### src/hdl/sle_pkg.sv
`timescale 1ns / 1ps
// ----------------------------------------------------------------------------
// sle_pkg: shared types and constants for the serial line editor
// item kinds, emitter phases, the decoded item struct and character codes
// ----------------------------------------------------------------------------
package sle_pkg;

    // character codes
    localparam logic [7:0] ASCII_ETX   = 8'h03;
    localparam logic [7:0] ASCII_BS    = 8'h08;
    localparam logic [7:0] ASCII_LF    = 8'h0A;
    localparam logic [7:0] ASCII_CR    = 8'h0D;
    localparam logic [7:0] ASCII_ESC   = 8'h1B;
    localparam logic [7:0] ASCII_DEL   = 8'h7F;
    localparam logic [7:0] ASCII_CARET = 8'h5E;
    localparam logic [7:0] ASCII_C     = 8'h43;
    localparam logic [7:0] PRINT_LO    = 8'd32;
    localparam logic [7:0] PRINT_HI    = 8'd126;

    // bytes dropped after an escape
    localparam logic [2:0] ESC_SKIP_COUNT = 3'd4;

    // line event codes
    localparam logic [1:0] EV_NONE   = 2'd0;
    localparam logic [1:0] EV_LINE   = 2'd1;
    localparam logic [1:0] EV_CANCEL = 2'd2;

    typedef enum logic [1:0] {
        KIND_READ,
        KIND_ECHO,
        KIND_LINE,
        KIND_CANCEL
    } item_kind_t;

    typedef enum logic [1:0] {
        PH_FIRST,
        PH_SECOND,
        PH_THIRD
    } phase_t;

    // decoded item handed from the front end to the result emitter
    typedef struct packed {
        item_kind_t  kind;
        logic [7:0]  data;
        logic [7:0]  length;
        logic        rd_hit;
    } sle_item_t;

endpackage

### src/hdl/serial_line_editor.sv
`timescale 1ns / 1ps
// ----------------------------------------------------------------------------
// serial_line_editor: line editing for received serial bytes
// edits one line held in a ram, gives echo bytes, line events and read replies
// ----------------------------------------------------------------------------
// path: the first result of an item is registered in the held item register and
//   then in the output register; a stalled output can hold it between them
// throughput: one item per cycle for items with one or no result while the output
//   does not stall; control-c holds the emitter until its third result is loaded
// reset: write index, escape count and high-water mark clear, limit is 256;
//   the line ram is not swept, entries at or above the high-water mark read as zero
module serial_line_editor
    import sle_pkg::*;
#(
    parameter int LINE_DEPTH = 256
) (
    input  logic        clk,
    input  logic        rst_n,
    // configuration write channel, line_limit
    input  logic        cfg_valid,
    output logic        cfg_ready,
    input  logic [8:0]  cfg_data,
    // input stream
    input  logic        s_tvalid,
    output logic        s_tready,
    input  logic [15:0] s_tdata,   // rx_byte, read_index
    input  logic        s_tuser,   // cmd
    // result stream
    output logic        m_tvalid,
    input  logic        m_tready,
    output logic [15:0] m_tdata,   // data_byte, line_length
    output logic [2:0]  m_tuser,   // is_echo, line_event
    output logic        m_tlast
);

    // only the first 256 entries are reachable through an 8 bit index
    localparam int STORE_DEPTH = (LINE_DEPTH < 256) ? LINE_DEPTH : 256;
    localparam int ADDR_W      = $clog2(STORE_DEPTH);
    localparam int CAP_INT     = (LINE_DEPTH - 1 < 255) ? LINE_DEPTH - 1 : 255;
    localparam logic [7:0] CAP_CHARS = 8'(CAP_INT);

    logic [8:0] limit_reg;
    logic [7:0] wi_reg;
    logic [7:0] wi_next;
    logic [7:0] hwm_reg;      // entries at or above this were never written
    logic [7:0] hwm_next;
    logic [2:0] esc_reg;
    logic [2:0] esc_next;

    logic              accept;
    logic [7:0]        rx_byte;
    logic [7:0]        read_index;
    logic              emit;
    sle_item_t         item;
    logic              item_ready;
    logic              ram_we;
    logic [ADDR_W-1:0] ram_waddr;
    logic [7:0]        ram_wdata;
    logic              ram_re;
    logic [7:0]        ram_rdata;
    logic [7:0]        bs_pos;
    logic              room;

    assign cfg_ready  = 1'b1;
    assign s_tready   = item_ready;
    assign accept     = s_tvalid && s_tready;
    assign rx_byte    = s_tdata[7:0];
    assign read_index = s_tdata[15:8];
    assign bs_pos     = wi_reg - 8'd1;

    // room for one more character under both the limit and the store size
    assign room = (({1'b0, wi_reg} + 9'd1) < limit_reg) && (wi_reg < CAP_CHARS);

    // decode the accepted transaction, update line state and the ram
    always_comb
    begin
        wi_next     = wi_reg;
        hwm_next    = hwm_reg;
        esc_next    = esc_reg;
        emit        = 1'b0;
        item.kind   = KIND_ECHO;
        item.data   = rx_byte;
        item.length = 8'd0;
        item.rd_hit = 1'b0;
        ram_we      = 1'b0;
        ram_waddr   = wi_reg[ADDR_W-1:0];
        ram_wdata   = rx_byte;
        ram_re      = 1'b0;
        if (accept)
        begin
            if (s_tuser)
            begin
                // read reply, unwritten or out of range entries answer zero
                emit        = 1'b1;
                item.kind   = KIND_READ;
                item.rd_hit = read_index < hwm_reg;
                ram_re      = 1'b1;
            end
            else if (esc_reg != 3'd0)
            begin
                esc_next = esc_reg - 3'd1;
            end
            else
            begin
                case (rx_byte)
                    ASCII_ESC:
                    begin
                        esc_next = ESC_SKIP_COUNT;
                    end
                    ASCII_ETX:
                    begin
                        emit      = 1'b1;
                        item.kind = KIND_CANCEL;
                        wi_next   = 8'd0;
                    end
                    ASCII_CR, ASCII_LF:
                    begin
                        emit        = 1'b1;
                        item.kind   = KIND_LINE;
                        item.length = wi_reg;
                        wi_next     = 8'd0;
                    end
                    ASCII_BS, ASCII_DEL:
                    begin
                        // empty line: nothing happens
                        if (wi_reg != 8'd0)
                        begin
                            emit      = 1'b1;
                            item.data = ASCII_BS;
                            wi_next   = bs_pos;
                            ram_we    = 1'b1;
                            ram_waddr = bs_pos[ADDR_W-1:0];
                            ram_wdata = 8'd0;
                        end
                    end
                    default:
                    begin
                        if ((rx_byte inside {[PRINT_LO:PRINT_HI]}) && room)
                        begin
                            emit    = 1'b1;
                            wi_next = wi_reg + 8'd1;
                            ram_we  = 1'b1;
                            if (wi_reg == hwm_reg)
                            begin
                                hwm_next = hwm_reg + 8'd1;
                            end
                        end
                    end
                endcase
            end
        end
    end

    always_ff @(posedge clk or negedge rst_n)
    begin
        if (!rst_n)
        begin
            wi_reg  <= 8'd0;
            hwm_reg <= 8'd0;
            esc_reg <= 3'd0;
        end
        else
        begin
            wi_reg  <= wi_next;
            hwm_reg <= hwm_next;
            esc_reg <= esc_next;
        end
    end

    // line limit register; the user must write it only while idle, the block does not enforce it
    always_ff @(posedge clk or negedge rst_n)
    begin
        if (!rst_n)
        begin
            limit_reg <= 9'd256;
        end
        else if (cfg_valid && cfg_ready)
        begin
            limit_reg <= cfg_data;
        end
    end

    // line store; the read data holds until the next read transaction
    sle_ram #(
        .WIDTH (8),
        .DEPTH (STORE_DEPTH)
    ) u_line_ram (
        .clk   (clk),
        .we    (ram_we),
        .waddr (ram_waddr),
        .wdata (ram_wdata),
        .re    (ram_re),
        .raddr (read_index[ADDR_W-1:0]),
        .rdata (ram_rdata)
    );

    // decoded item waits here and leaves as one to three results
    sle_emit u_emit (
        .clk        (clk),
        .rst_n      (rst_n),
        .item_valid (accept && emit),
        .item       (item),
        .item_ready (item_ready),
        .rd_data    (ram_rdata),
        .m_tvalid   (m_tvalid),
        .m_tready   (m_tready),
        .m_tdata    (m_tdata),
        .m_tuser    (m_tuser),
        .m_tlast    (m_tlast)
    );

    // the line never runs past the entries that were written
    a_wi_below_hwm: assert property (@(posedge clk) disable iff (!rst_n)
        wi_reg <= hwm_reg)
        else $error("write index above high-water mark");

    // written entries stay inside the usable store
    a_hwm_cap: assert property (@(posedge clk) disable iff (!rst_n)
        hwm_reg <= CAP_CHARS)
        else $error("high-water mark beyond capacity");

    // escape count never reloads above its start value
    a_esc_range: assert property (@(posedge clk) disable iff (!rst_n)
        esc_reg <= ESC_SKIP_COUNT)
        else $error("escape count out of range");

endmodule

### src/hdl/sle_ram.sv
`timescale 1ns / 1ps
// ----------------------------------------------------------------------------
// sle_ram: generic simple dual port ram
// one write port, one read port with registered read data
// ----------------------------------------------------------------------------
module sle_ram #(
    parameter int WIDTH = 8,
    parameter int DEPTH = 256
) (
    input  logic                     clk,
    input  logic                     we,
    input  logic [$clog2(DEPTH)-1:0] waddr,
    input  logic [WIDTH-1:0]         wdata,
    input  logic                     re,
    input  logic [$clog2(DEPTH)-1:0] raddr,
    output logic [WIDTH-1:0]         rdata
);

    logic [WIDTH-1:0] mem [DEPTH];

    always_ff @(posedge clk)
    begin
        if (we)
        begin
            mem[waddr] <= wdata;
        end
    end

    always_ff @(posedge clk)
    begin
        if (re)
        begin
            rdata <= mem[raddr];
        end
    end

endmodule

### src/hdl/sle_emit.sv
`timescale 1ns / 1ps
// ----------------------------------------------------------------------------
// sle_emit: result emitter
// holds one decoded item and turns it into one to three output results
// ----------------------------------------------------------------------------
module sle_emit
    import sle_pkg::*;
(
    input  logic        clk,
    input  logic        rst_n,
    input  logic        item_valid,
    input  sle_item_t   item,
    output logic        item_ready,
    input  logic [7:0]  rd_data,
    output logic        m_tvalid,
    input  logic        m_tready,
    output logic [15:0] m_tdata,   // data_byte, line_length
    output logic [2:0]  m_tuser,   // is_echo, line_event
    output logic        m_tlast
);

    logic       held_valid_reg;
    sle_item_t  held_reg;
    phase_t     phase_reg;
    phase_t     phase_next;

    logic       out_valid_reg;
    logic [7:0] out_data_reg;
    logic       out_echo_reg;
    logic [1:0] out_event_reg;
    logic [7:0] out_len_reg;
    logic       out_last_reg;

    logic       res_load;
    logic [7:0] res_data;
    logic       res_echo;
    logic [1:0] res_event;
    logic [7:0] res_len;
    logic       res_last;
    logic       held_done;

    assign res_load   = held_valid_reg && (!out_valid_reg || m_tready);
    assign held_done  = res_load && res_last;
    assign item_ready = !held_valid_reg || held_done;

    // result for the current phase of the held item
    always_comb
    begin
        res_data  = held_reg.data;
        res_echo  = 1'b1;
        res_event = EV_NONE;
        res_len   = 8'd0;
        res_last  = 1'b1;
        case (held_reg.kind)
            KIND_READ:
            begin
                res_data = held_reg.rd_hit ? rd_data : 8'd0;
                res_echo = 1'b0;
            end
            KIND_ECHO:
            begin
                res_data = held_reg.data;
            end
            KIND_LINE:
            begin
                res_data  = ASCII_LF;
                res_event = EV_LINE;
                res_len   = held_reg.length;
            end
            KIND_CANCEL:
            begin
                case (phase_reg)
                    PH_FIRST:
                    begin
                        res_data = ASCII_CARET;
                        res_last = 1'b0;
                    end
                    PH_SECOND:
                    begin
                        res_data = ASCII_C;
                        res_last = 1'b0;
                    end
                    default:
                    begin
                        res_data  = ASCII_LF;
                        res_event = EV_CANCEL;
                    end
                endcase
            end
            default:
            begin
                res_data = held_reg.data;
            end
        endcase
    end

    // phase sequencing
    always_comb
    begin
        phase_next = phase_reg;
        if (item_valid && item_ready)
        begin
            phase_next = PH_FIRST;
        end
        else if (res_load && !res_last)
        begin
            case (phase_reg)
                PH_FIRST:  phase_next = PH_SECOND;
                PH_SECOND: phase_next = PH_THIRD;
                default:   phase_next = PH_THIRD;
            endcase
        end
    end

    always_ff @(posedge clk or negedge rst_n)
    begin
        if (!rst_n)
        begin
            phase_reg <= PH_FIRST;
        end
        else
        begin
            phase_reg <= phase_next;
        end
    end

    always_ff @(posedge clk or negedge rst_n)
    begin
        if (!rst_n)
        begin
            held_valid_reg <= 1'b0;
        end
        else if (item_valid && item_ready)
        begin
            held_valid_reg <= 1'b1;
        end
        else if (held_done)
        begin
            held_valid_reg <= 1'b0;
        end
    end

    always_ff @(posedge clk)
    begin
        if (item_valid && item_ready)
        begin
            held_reg <= item;
        end
    end

    always_ff @(posedge clk or negedge rst_n)
    begin
        if (!rst_n)
        begin
            out_valid_reg <= 1'b0;
        end
        else if (res_load)
        begin
            out_valid_reg <= 1'b1;
        end
        else if (m_tready)
        begin
            out_valid_reg <= 1'b0;
        end
    end

    always_ff @(posedge clk)
    begin
        if (res_load)
        begin
            out_data_reg  <= res_data;
            out_echo_reg  <= res_echo;
            out_event_reg <= res_event;
            out_len_reg   <= res_len;
            out_last_reg  <= res_last;
        end
    end

    assign m_tvalid = out_valid_reg;
    assign m_tdata  = {out_len_reg, out_data_reg};
    assign m_tuser  = {out_event_reg, out_echo_reg};
    assign m_tlast  = out_last_reg;

    // a line event always closes the results of its item
    a_event_is_last: assert property (@(posedge clk) disable iff (!rst_n)
        (m_tvalid && (m_tuser[2:1] != EV_NONE)) |-> m_tlast)
        else $error("line event on a result that is not last");

    // only a cancel walks past its first phase
    a_phase_cancel: assert property (@(posedge clk) disable iff (!rst_n)
        (held_valid_reg && (phase_reg != PH_FIRST)) |-> (held_reg.kind == KIND_CANCEL))
        else $error("phase advanced on a single result item");

endmodule

### config.mk
export PLATFORM = sky130hd
export DESIGN_NAME = serial_line_editor
export DESIGN_NICKNAME = d
export VERILOG_FILES = /design/src/hdl/sle_pkg.sv /design/src/hdl/serial_line_editor.sv /design/src/hdl/sle_ram.sv /design/src/hdl/sle_emit.sv
export SDC_FILE = /design/constraint.sdc
export NUM_CORES = 2
export LEC_CHECK = 0
export BUFFER_PORTS_ARGS = -buffer_cell sky130_fd_sc_hd__clkbuf_2
export CORE_MARGIN = 2
export CORE_UTILIZATION = 57
export CTS_CLUSTER_SIZE = 20
export DETAILED_ROUTE_END_ITERATION = 10
export GPL_ROUTABILITY_DRIVEN = 0
export HOLD_SLACK_MARGIN = 0.15
export PLACE_DENSITY = 0.83
export SLEW_MARGIN = 40
export SYNTH_ARGS = -nofsm -noshare
export SYNTH_HDL_FRONTEND = slang
export SYNTH_HIERARCHICAL = 1
export SYNTH_SLANG_ARGS = --single-unit
### constraint.sdc
create_clock -name clk -period 5.47 [get_ports clk]
set_input_delay 1.094 -clock clk [delete_from_list [all_inputs] [get_ports clk]]
set_output_delay 1.094 -clock clk [all_outputs]
set_load 0.01 [all_outputs]
==> out/summary.md <==
At the worst endpoint, the required time is 5.91 ns. The routed layout has 45,420 vias. Synthesis produced a netlist with a net count of 4,185. The fraction of the mapped netlist area in compound gates is 3.956%. In this run the mean area of a mapped cell was 20.24 um^2. Clock-pin slew was measured on the worst setup and hold paths at 0.06 ns. The area of the placeable core is 0.1457 mm^2. Buffers added to address setup during post-CTS repair amount to 0. For the count of filler cells inserted in the layout, the log shows 8,777. The worst-case hold slack is 0.2105 ns. By area, the combinational part of the netlist is dominated by multiplexers.

After legalization and detailed placement, the total HPWL measured 127,100 um. The run gives 45,410 as the number of global-route vias before repair. In this run the critical register-to-register path is launched from u_emit/held_reg[17]$_DFFE_PP_. The initial antenna violation count was 6.

By startpoint and endpoint, the worst setup path is classified as flip-flop to flip-flop. The maximum vdd drop was 0.2792 mV; the count of clock tree sinks was 2,127. The largest total area in the synthesized netlist belongs to edfxtp_1. The design draws 34.22 mW. The power per unit of standard cell area is 363.4 mW/mm^2, and the number of distinct library cells after synthesis is 76.

Summed over all layers, the global routing overflow is 0. The share of async-settable or async-resettable flops after synthesis works out to 1.504%. STA puts the critical path data arrival time at 5.66 ns. For the final database, setup skew stands at 0.03961 ns. Measured against its own limit, the worst slew margin works out to 32.77%. The worst setup path is launched from a flip-flop.

Derived from the worst setup path, the maximum achievable clock frequency is 0.1916 GHz. The number of flip-flops in the largest register is 2,048, and the horizontal die dimension is 387.1 um. The count of maximum capacitance violations is 0, and the reg2reg setup slack is 0.25 ns.

The reg-to-reg endpoint was u_line_ram/mem[254][1]$_DFFE_PP_. Maximum buffer depth of the clock tree: 3. Among all flip-flop cells after synthesis, the most frequent one is edfxtp_1. The share of the Yosys chip area taken by registers is 76.16%. For this run, design rule violations remaining after detail routing come to 0. The hold-fix buffer count after cts was 0; the number of endpoints with negative hold slack in the final report was 0. The number of enable-type register cells in the synthesized netlist was 2,095; the first-iteration detailed-routing DRC count was 7,728. The first global-routing pass estimated 313,100 um of wire.

The cell sitting at the root of the clock tree is a clkbuf_16. Entering global routing, the biggest net connects 184 pins. The number of warnings printed during yosys synthesis is 6. TritonCTS created 191 clock buffers. edfxtp_1 is the most common cell in the netlist. For the pin with the worst max-slew slack, the measured transition is 0.9993 ns.

The share of the synthesized area in the top cell type is 75.20%, and the count of final setup violators is 0. Using the TritonRoute via totals, the vias-per-cell ratio works out to 6.971. By area the synthesized netlist is led by edfxtp_1 (75%), mux4_2 (12%), mux2i_1 (1.6%), nor2_1 (1.4%), a22oi_1 (1.3%).

The static leakage is 29.92 nW, and the mux share of post-synthesis cell area is 13.93%. The tools report the cell count after synthesis as 4,133. Of the cells placed in the final design, the portion with a size suffix greater than 1 is 25.07%.

The full die area came out at 0.1498 mm^2. The final max-slew violation count was 0; the final critical path time including I/O delays and setup was 5.218 ns. After synthesis, the most frequently instantiated cells are edfxtp_1 (2,095), mux4_2 (454), nor2_1 (310). After Yosys synthesis, and, or, nand and nor cells account for 3.437% of the synthesized area. The tools report the kind of capture point of the worst setup path as a flip-flop.

The summed instance area of the synthesized netlist is 0.08366 mm^2. The logs give 4 for the H-tree depth and 54 for the number of top-level design ports. The height of the die was 387.1 um; the layout overhead on the synthesized area was 12.56%. The initial standard-cell utilization of the core came out at 57.40%. Setup repair after global routing left no endpoint under its margin. The number of nets in the finished design was 4,496; the register bit total from synthesis was 2,127. The worst register-to-register path has a depth of 12. After detailed routing, the average wire length per cell comes to 33.02 um. For this run, the total global-route usage over all layers was measured as 28.77%. After layout, the worst path uses 95.40% of the clock period.

The run finished with clean final reports. Adder-cell share of the synthesized area: 0.3141%. Classification of the worst-slack hold path: input pin to async pin.

Summing the areas of all xor and xnor instances in the mapped netlist gives 0.2303% of the synthesized area. After detailed routing, the total wire length is 215,100 um. TritonCTS built the clock tree. Number of input and output port buffers inserted: 52. In this run, post-CTS repair resized a total of 0 instances. The count of nets left with antenna violations after detail routing is 0, and the number of cell rows is 140. In this run the worst path has a maximum fanout of 14. For this run, the detailed router's first-pass iteration total came to 9. Clock latency on the worst-skew pair, taken at its later pin, is 0.86 ns.
logic make-up (layout without fill, tap and decap cells):
family                     after synthesis  in the layout
buffers and inverters                  283            745
DFF                                   2127           2127
AOI/OAI and AO/OA                      478            478
muxes                                  593            593
and+or+nand+nor                        608            608
other                                    1              4
xor gates and xnor gates                22             22
adders and majority gates               21             21
through the flow:
step	utilization [%]	setup TNS (ns)	area (um^2)	instances	setup slack (ns)
final	64.61	0	94160	6515	0.2515
after global routing	64.61	0	94160	6512	0.05343
after CTS	64.52	0	94040	6508	0.5789
after detailed placement	60.20	0	87740	6164	0.1897
after global placement	60.12	0	87620	6159	0.2952
after floorplan	-	-380.34	83660	4133	-1.004
critical path, stage by stage (launching register included):
cell and delay [ns]:
edfxtp_1 0.58, and3b_4 0.28, o21ai_1 0.32, nand2_1 0.20, nor3_1 0.27, o21ai_0 0.33, or2_2 0.51, o21ai_0 0.21
buf_4 0.20, nor2b_1 0.63, nand4_1 0.30, buf_4 0.30, nor2_1 0.71
cells in the final DEF, fill, tap and decap left out, types with 21 or more instances in the layout:
cell       Yosys  layout
clkbuf_2       0      47
nor2b_1       37      33
bufinv_16      0      24
ha_1          21      21
buf_12         8      41
dfrtp_1       31      31
o21ai_0       38      38
a21oi_1      111     111
clkbuf_16      0     196
mux4_2       454     454
buf_4         29     276
clkinv_1       1      37
nand3_1       42      42
mux2i_1      134     134
nor3_1        37      37
nor4_1        27      21
clkbuf_1     127      33
nor2_1       310     303
o22ai_1       37      37
edfxtp_1    2095    2095
inv_1         28      28
clkinv_2       0      29
a22oi_1      141     141
nand2_1       58      58
o221ai_1      46      46
report_power, final:
part           switching (mW)  internal (mW)
clock                    5.88           7.70
combinational            1.68          0.824
sequential              0.104           18.0
total                    7.66           26.6
how the worst max path moves through the flow:
stage / startpoint / endpoint / slack [ns] / cells after the start
3_5_place_dp: s_tdata[5] / u_line_ram/mem[17][5]$_DFFE_PP_ / 0.19 / 12
6_report: u_emit/held_reg[17]$_DFFE_PP_ / u_line_ram/mem[254][1]$_DFFE_PP_ / 0.25 / 12
2_1_floorplan: m_tready / u_line_ram/mem[0][3]$_DFFE_PP_ / -1.00 / 8
4_1_cts: u_emit/held_reg[17]$_DFFE_PP_ / u_line_ram/mem[102][3]$_DFFE_PP_ / 0.58 / 12
3_3_place_gp: s_tdata[4] / u_line_ram/mem[101][1]$_DFFE_PP_ / 0.30 / 12
5_1_grt: u_emit/held_reg[17]$_DFFE_PP_ / u_line_ram/mem[254][0]$_DFFE_PP_ / 0.05 / 12
routing by layer:
layer	vias up	track usage, %	share of wire [%]
met5	-	0	0.026
met4	8	15.36	6.2
met3	750	6.743	13
met2	4013	44.50	47
met1	22890	38.50	33
li1	17760	-	-
final cells by class:
type                    count  area, um^2  area share, %
inverters                  30       112.6         0.1196
flip-flops and latches   2127       63710          67.66
well taps                1917        2399          2.547
repair buffers            371        3231          3.431
diodes                      3       7.507       0.007973
multi-input cells        1723       18400          19.54
clock buffers             229        5029          5.340
clock inverters           115        1271          1.350
No activity file was read; power rests on OpenSTA's default activity.
